**config.mk**
```make
export PLATFORM = sky130hd
export DESIGN_NAME = gsfv_ctrl
export DESIGN_NICKNAME = d
export VERILOG_FILES = /design/src/design/gsfv_pkg.sv /design/src/design/gsfv_ctrl.sv
export SDC_FILE = /design/constraint.sdc
export NUM_CORES = 1
export LEC_CHECK = 0
export ABC_CLOCK_PERIOD_IN_PS = 3400
export BUFFER_PORTS_ARGS = -buffer_cell sky130_fd_sc_hd__buf_2
export CORE_UTILIZATION = 34
export CTS_CLUSTER_SIZE = 20
export DETAILED_ROUTE_END_ITERATION = 7
export PLACE_DENSITY = 0.51
export SLEW_MARGIN = 40
export SYNTH_ARGS = -nofsm -noshare
export SYNTH_HDL_FRONTEND = slang
export SYNTH_SLANG_ARGS = --single-unit
```
**constraint.sdc**
```tcl
create_clock -name clk_i -period 3.4 [get_ports clk_i]
set_input_delay 0.51 -clock clk_i [delete_from_list [all_inputs] [get_ports clk_i]]
set_output_delay 0.51 -clock clk_i [all_outputs]
set_load 0.02 [all_outputs]
```
**src/design/gsfv_pkg.sv**
```systemverilog
// ----------------------------------------------------------------------------
// gsfv_pkg
// Shared types, constants and the exp factor table of the field-map block.
// ----------------------------------------------------------------------------
package gsfv_pkg;

  localparam int unsigned MaxGauss = 16;
  localparam int unsigned SlotW    = $clog2(MaxGauss);
  localparam int unsigned CntW     = $clog2(MaxGauss + 1);
  localparam int unsigned IndexW   = 10;
  localparam int unsigned CfgIdxW  = 3;
  localparam int unsigned AccW     = 48;
  localparam int unsigned TBits    = 20;

  localparam logic [CfgIdxW-1:0] CfgGradX  = 3'd0;
  localparam logic [CfgIdxW-1:0] CfgGradY  = 3'd1;
  localparam logic [CfgIdxW-1:0] CfgGradZ  = 3'd2;
  localparam logic [CfgIdxW-1:0] CfgOffset = 3'd3;
  localparam logic [CfgIdxW-1:0] CfgCount  = 3'd4;

  localparam logic [30:0] OneQ30 = 31'd1073741824;

  typedef enum logic [3:0] {
    MulNone,
    MulRx,
    MulRy,
    MulRz,
    MulSx,
    MulSy,
    MulSz,
    MulExp,
    MulCon
  } mul_sel_e;

  typedef struct packed {
    logic         capture;
    logic         tbl_wr;
    logic         ent_ld;
    logic         acc_init;
    logic         acc_add_prod;
    logic         acc_add_con;
    logic         d2_ld;
    logic         d2_add;
    logic         div_init;
    logic         div_step;
    logic         ex_init;
    logic         ex_rnd;
    logic         out_ld;
    mul_sel_e     mul_sel;
    logic [4:0]   bit_idx;
    logic [SlotW-1:0] slot_idx;
  } cmd_t;

  typedef struct packed {
    logic            var_zero;
    logic            div_ovf;
    logic [CntW-1:0] n_eff;
  } status_t;

  // exp(-w) in Q1.30 for bit b of t (bits 19..16 weigh 8,4,2,1; bit b<16 weighs 2^-(16-b))
  function automatic logic [30:0] exp_factor(input logic [4:0] b);
    logic [30:0] f;
    unique case (b)
      5'd0:    f = 31'd1073725440;
      5'd1:    f = 31'd1073709056;
      5'd2:    f = 31'd1073676290;
      5'd3:    f = 31'd1073610760;
      5'd4:    f = 31'd1073479712;
      5'd5:    f = 31'd1073217664;
      5'd6:    f = 31'd1072693760;
      5'd7:    f = 31'd1071646719;
      5'd8:    f = 31'd1069555701;
      5'd9:    f = 31'd1065385899;
      5'd10:   f = 31'd1057095000;
      5'd11:   f = 31'd1040706261;
      5'd12:   f = 31'd1008687096;
      5'd13:   f = 31'd947573834;
      5'd14:   f = 31'd836230973;
      5'd15:   f = 31'd651257337;
      5'd16:   f = 31'd395007542;
      5'd17:   f = 31'd145315154;
      5'd18:   f = 31'd19666268;
      5'd19:   f = 31'd360200;
      default: f = OneQ30;
    endcase
    return f;
  endfunction

endpackage

```
**src/design/gsfv_ctrl.sv**
```systemverilog
// ----------------------------------------------------------------------------
// gsfv_ctrl
// Sequencer: ramp, then per Gaussian squares, divide, exp and accumulate.
// ----------------------------------------------------------------------------
module gsfv_ctrl (
  input  logic                clk_i,
  input  logic                rst_ni,
  input  logic                in_valid_i,
  input  logic                in_kind_i,
  output logic                in_ready_o,
  output logic                out_valid_o,
  input  logic                out_ready_i,
  input  gsfv_pkg::status_t   status_i,
  output gsfv_pkg::cmd_t      cmd_o
);

  typedef enum logic [11:0] {
    SIdle = 12'b000000000001,
    SRamp = 12'b000000000010,
    SGChk = 12'b000000000100,
    SGLd  = 12'b000000001000,
    SGVar = 12'b000000010000,
    SSq   = 12'b000000100000,
    SDChk = 12'b000001000000,
    SDiv  = 12'b000010000000,
    SExp  = 12'b000100000000,
    SCMul = 12'b001000000000,
    SCAdd = 12'b010000000000,
    SFin  = 12'b100000000000
  } state_e;

  state_e state_q, state_d;
  logic [5:0] cnt_q, cnt_d;
  logic [gsfv_pkg::CntW-1:0] gi_q, gi_d;
  logic out_valid_q, out_valid_d;

  assign in_ready_o  = (state_q == SIdle);
  assign out_valid_o = out_valid_q;

  always_comb begin
    state_d     = state_q;
    cnt_d       = cnt_q;
    gi_d        = gi_q;
    out_valid_d = out_valid_q & ~out_ready_i;
    cmd_o       = '0;
    cmd_o.mul_sel  = gsfv_pkg::MulNone;
    cmd_o.slot_idx = gi_q[gsfv_pkg::SlotW-1:0];
    cmd_o.bit_idx  = cnt_q[4:0];
    unique case (state_q)
      SIdle: begin
        if (in_valid_i) begin
          if (in_kind_i) begin
            cmd_o.capture = 1'b1;
            cnt_d   = '0;
            state_d = SRamp;
          end else begin
            cmd_o.tbl_wr = 1'b1;
          end
        end
      end
      SRamp: begin
        cnt_d = cnt_q + 6'd1;
        unique case (cnt_q[1:0])
          2'd0: begin
            cmd_o.acc_init = 1'b1;
            cmd_o.mul_sel  = gsfv_pkg::MulRx;
          end
          2'd1: begin
            cmd_o.acc_add_prod = 1'b1;
            cmd_o.mul_sel      = gsfv_pkg::MulRy;
          end
          2'd2: begin
            cmd_o.acc_add_prod = 1'b1;
            cmd_o.mul_sel      = gsfv_pkg::MulRz;
          end
          default: begin
            cmd_o.acc_add_prod = 1'b1;
            gi_d    = '0;
            state_d = SGChk;
          end
        endcase
      end
      SGChk: begin
        if (gi_q >= status_i.n_eff) begin
          state_d = SFin;
        end else begin
          cmd_o.ent_ld = 1'b1;
          state_d = SGLd;
        end
      end
      SGLd: state_d = SGVar;
      SGVar: begin
        cmd_o.ex_init = 1'b1;
        if (status_i.var_zero) begin
          gi_d    = gi_q + 1'b1;
          state_d = SGChk;
        end else begin
          cnt_d   = '0;
          state_d = SSq;
        end
      end
      SSq: begin
        cnt_d = cnt_q + 6'd1;
        unique case (cnt_q[1:0])
          2'd0: cmd_o.mul_sel = gsfv_pkg::MulSx;
          2'd1: begin
            cmd_o.d2_ld   = 1'b1;
            cmd_o.mul_sel = gsfv_pkg::MulSy;
          end
          2'd2: begin
            cmd_o.d2_add  = 1'b1;
            cmd_o.mul_sel = gsfv_pkg::MulSz;
          end
          default: begin
            cmd_o.d2_add = 1'b1;
            state_d = SDChk;
          end
        endcase
      end
      SDChk: begin
        cmd_o.div_init = 1'b1;
        if (status_i.div_ovf) begin
          // exp underflows to zero: nothing to add
          gi_d    = gi_q + 1'b1;
          state_d = SGChk;
        end else begin
          cnt_d   = 6'(gsfv_pkg::TBits - 1);
          state_d = SDiv;
        end
      end
      SDiv: begin
        cmd_o.div_step = 1'b1;
        cnt_d = cnt_q - 6'd1;
        if (cnt_q == '0) begin
          cnt_d   = 6'(2 * gsfv_pkg::TBits - 1);
          state_d = SExp;
        end
      end
      SExp: begin
        cmd_o.bit_idx = cnt_q[5:1];
        cnt_d = cnt_q - 6'd1;
        if (cnt_q[0]) begin
          cmd_o.mul_sel = gsfv_pkg::MulExp;
        end else begin
          cmd_o.ex_rnd = 1'b1;
          if (cnt_q == '0) state_d = SCMul;
        end
      end
      SCMul: begin
        cmd_o.mul_sel = gsfv_pkg::MulCon;
        state_d = SCAdd;
      end
      SCAdd: begin
        cmd_o.acc_add_con = 1'b1;
        gi_d    = gi_q + 1'b1;
        state_d = SGChk;
      end
      SFin: begin
        if (!out_valid_q || out_ready_i) begin
          cmd_o.out_ld = 1'b1;
          out_valid_d  = 1'b1;
          state_d      = SIdle;
        end
      end
      default: state_d = SIdle;
    endcase
  end

  always_ff @(posedge clk_i or negedge rst_ni) begin
    if (!rst_ni) begin
      state_q     <= SIdle;
      cnt_q       <= '0;
      gi_q        <= '0;
      out_valid_q <= 1'b0;
    end else begin
      state_q     <= state_d;
      cnt_q       <= cnt_d;
      gi_q        <= gi_d;
      out_valid_q <= out_valid_d;
    end
  end

endmodule

```
==> flow_summary_export.csv <==
group,metric,value,unit
hold_path,holdCritPathClass,"input pin to asynchronous set/reset pin",
cells_and_area,layout-drive-gt1-share,0.2491,
yosys,avgSynthCellArea,8.450,sq um
placement,buffer_ports.inserted,39,
route,avgRoutedWirePerCell,15.82,um
yosys,cell_count_after_synthesis,235,
floorplan,top_level_ports,40,
pwr,power_switching_share,0.4767,
pwr,power.net_switching,0.6812,mW
sta,rsz0062_at_grt,"false",
pwr,internal-power,0.7477,mW
route,detail_route.drc_violations,0,
clock_network,cts.hold.buffers_added,0,
critical_path,cp_max_fo,11,
grt,overflow,0,
critical_path,worstSetupStartpointType,"flip-flop",
pwr,power_frac_clock,0.141,
pwr,peak_supply_drop,0.0002584,V
route,antenna_violating_nets_post_route,0,
yosys,synth-warning-count,0,
yosys,syn-num-nets,259,
pwr,seqPwrFrac,0.288,
pwr,power.density,627.8,nW/um^2
sta,clock.fmax,331.0,MHz
critical_path,worstPathRequired,3570,ps
route,dr.pass1.iters,4,
floorplan,core_region_area,5574,sq um
placement,dp_slack,413.5,ps
critical_path,critPathArrivalTime,3190,ps
sta,period_utilisation_layout,0.8886,
job,reported_max_cap_violation_count,0,
pwr,power.static_leakage,1.172,nW
yosys,flip_flop_and_latch_count_after_synthesis,24,
sta,layout_min_cycle_time,3021,ps
floorplan,starting_density,0.3562,
route,postRouteWirelength,5395,um
critical_path,cp-end-kind,"flip-flop",
clock_network,cts-root-to-sink-buffers,2,
floorplan,fp.dieH,78.42,um
cells_and_area,register_area,601.8,sq um
critical_path,setup.worst_path.start,"cnt_q[0]",
yosys,seq_area_frac_synth,0.3031,
floorplan,design.die.area,6150,sq um
yosys,synth_area_leaders,"sky130_fd_sc_hd__dfrtp_1 (29%), sky130_fd_sc_hd__ha_1 (7.6%), sky130_fd_sc_hd__nor2_1 (5.1%), sky130_fd_sc_hd__o21ai_0 (3.8%), sky130_fd_sc_hd__inv_1 (3.2%)",
route,detailroute.via_count,1848,
placement,finalWeightedCongestion,0.8344,
status,outcome,"completed",
clock_network,cts.sink_count,24,
cells_and_area,multi_input_comb_area,1247,sq um
yosys,netlist_area,1986,sq um
grt,grt_use_total,0.1885,
grt,grt_first_pass_wirelength,9025,um
grt,grt_pass1_vias,1738,
sta,finalSetupViolCount,0,
critical_path,reg2reg_setup_slack,380,ps
clock_network,numCtsBuffers,3,
sta,relSlewSlack,0.4867,
clock_network,clock_insertion_delay_at_the_later_pin_of_the_skew_report,270,ps
clock_network,htreeDepth,1,
cells_and_area,commonest_non_fill_non_tap_cell_in_the_layout,"sky130_fd_sc_hd__buf_2",
clock_network,worst_setup_hold_path_clk_slew,90,ps
clock_network,cts_tree,"built",
route,drt-vias-per-instance,5.419,
cells_and_area,insertedDiodeCount,0,
route,drt_iter0_drc,157,
pwr,combinationalPowerShare,0.571,
cells_and_area,nFillCells,569,
critical_path,worst_r2r_start,"cnt_q[0]",
floorplan,rows,27,
critical_path,worst-setup-path-type,"flip-flop to flip-flop",
placement,hpwl_dp,4239,um
yosys,top_reg_cell_synth,"sky130_fd_sc_hd__dfrtp_1",
sta,fin_tns_setup,0,ps
clock_network,post_cts.repair.setup_buffers,0,
grt,grt_start_max_net_pins,25,
sta,finalHoldViolCount,0,
yosys,synthDominantAreaCellType,"sky130_fd_sc_hd__dfrtp_1",
grt,grt_antenna_before_repair,0,
cells_and_area,layout.nets,294,
yosys,synth-edff-count,0,
sta,worst-slew-pin-transition,760.0,ps
floorplan,chipWidth,78.42,um
sta,finalClockSkew,3.857,ps
cells_and_area,commonest_non_fill_non_tap_cells_in_the_layout,"sky130_fd_sc_hd__buf_2 (39), sky130_fd_sc_hd__nor2_1 (27), sky130_fd_sc_hd__dfrtp_1 (23)",
sta,finalWorstSetupSlack,378.9,ps
yosys,synth.top_cell.area_share,0.2899,
clock_network,cts_resized,0,
sta,timing_max_transition_violations_final,0,
cells_and_area,flow.area_growth_from_synthesis,14.62,%
yosys,synthArstFlopShare,1.000,
yosys,cell_variety_after_synth,63,
clock_network,cts_root_buf,"sky130_fd_sc_hd__clkbuf_8",
final cells by class:
cell class,count,area share
clock buffer,4,0.02419
timing repair buffer,42,0.09566
tap,72,0.03958
sequential,24,0.2644
multi-input combinational,182,0.5481
inverter,17,0.02804
path summary, 6_finish.rpt:
path,to,cells past startpoint
setup / recovery,cnt_q[4],8
setup reg to reg,cnt_q[4],8
min in group clk_i,state_q[5],2
hold reg to reg,gi_q[4],1
max in group asynchronous,state_q[9],1
hold / removal,out_valid_o,1
registers in the layout (all words and copies together), names as in the netlist:
register,count
state_q,12
cnt_q,6
gi_q,5
out_valid_o,1
worst max-delay path, cell delays in order, from the launching register on:
cell	delay, ps
sky130_fd_sc_hd__dfrtp_1	500
sky130_fd_sc_hd__inv_1	170
sky130_fd_sc_hd__ha_1	320
sky130_fd_sc_hd__or4b_4	520
sky130_fd_sc_hd__nor2_1	200
sky130_fd_sc_hd__nor2_1	90
sky130_fd_sc_hd__o41ai_1	640
sky130_fd_sc_hd__o21ai_0	160
sky130_fd_sc_hd__a211o_1	310
power groups by stage:
stage / combinational [mW] / sequential [mW] / clock [mW]
after floorplan: 0.620 / 0.387 / 0
after global placement: 0.817 / 0.417 / 0
after detailed placement: 0.810 / 0.414 / 0
after CTS: 0.817 / 0.410 / 0.206
after global routing: 0.896 / 0.426 / 0.219
final: 0.816 / 0.411 / 0.202
synth_stat cells, types with 3 or more instances:
cell,count
sky130_fd_sc_hd__nor4_1,8
sky130_fd_sc_hd__nand2_1,12
sky130_fd_sc_hd__o22ai_1,5
sky130_fd_sc_hd__o21ai_0,15
sky130_fd_sc_hd__and4_1,4
sky130_fd_sc_hd__nand3_1,7
sky130_fd_sc_hd__ha_1,12
sky130_fd_sc_hd__nor3_1,7
sky130_fd_sc_hd__a21o_1,4
sky130_fd_sc_hd__a21oi_1,10
sky130_fd_sc_hd__buf_4,4
sky130_fd_sc_hd__nor2b_1,3
sky130_fd_sc_hd__and2_1,3
sky130_fd_sc_hd__xor2_1,3
sky130_fd_sc_hd__nand4_1,4
sky130_fd_sc_hd__buf_2,4
sky130_fd_sc_hd__inv_1,17
sky130_fd_sc_hd__and3_1,3
sky130_fd_sc_hd__nand3b_1,3
sky130_fd_sc_hd__dfrtp_1,23
sky130_fd_sc_hd__or4_4,3
sky130_fd_sc_hd__nor2_1,27
sky130_fd_sc_hd__mux2_2,4
kinds of logic after synthesis:
group | share of synthesized area
simple gates | 0.2993
mux | 0.02268
flops | 0.3031
compound gates | 0.2086
buf+inv | 0.06868
fa+ha+maj | 0.07561
xor+xnor | 0.02206
metrics by stage:
step / power, mW / util / hold slack, ps / std cells / instance area [sq um]
6_report: 1.429 / 0.4083 / 225.2 / 341 / 2276
5_1_grt: 1.541 / 0.4083 / 258.9 / 341 / 2276
4_1_cts: 1.433 / 0.4083 / 248.8 / 341 / 2276
3_5_place_dp: 1.224 / 0.3984 / 523.3 / 337 / 2221
3_3_place_gp: 1.234 / 0.3984 / 521.8 / 337 / 2221
2_1_floorplan: 1.007 / - / 214.4 / 235 / 1986
metal layers:
| metal | track usage | vias up | share of wire |
|---|---|---|---|
| met3 | 0.01628 | 5 | 0.051 |
| met5 | 0 | - | 0 |
| met1 | 0.2931 | 860 | 0.52 |
| met4 | 0.05370 | 0 | 0.0098 |
| li1 | - | 929 | - |
| met2 | 0.2728 | 54 | 0.41 |
No activity file was read; power rests on OpenSTA's default activity.
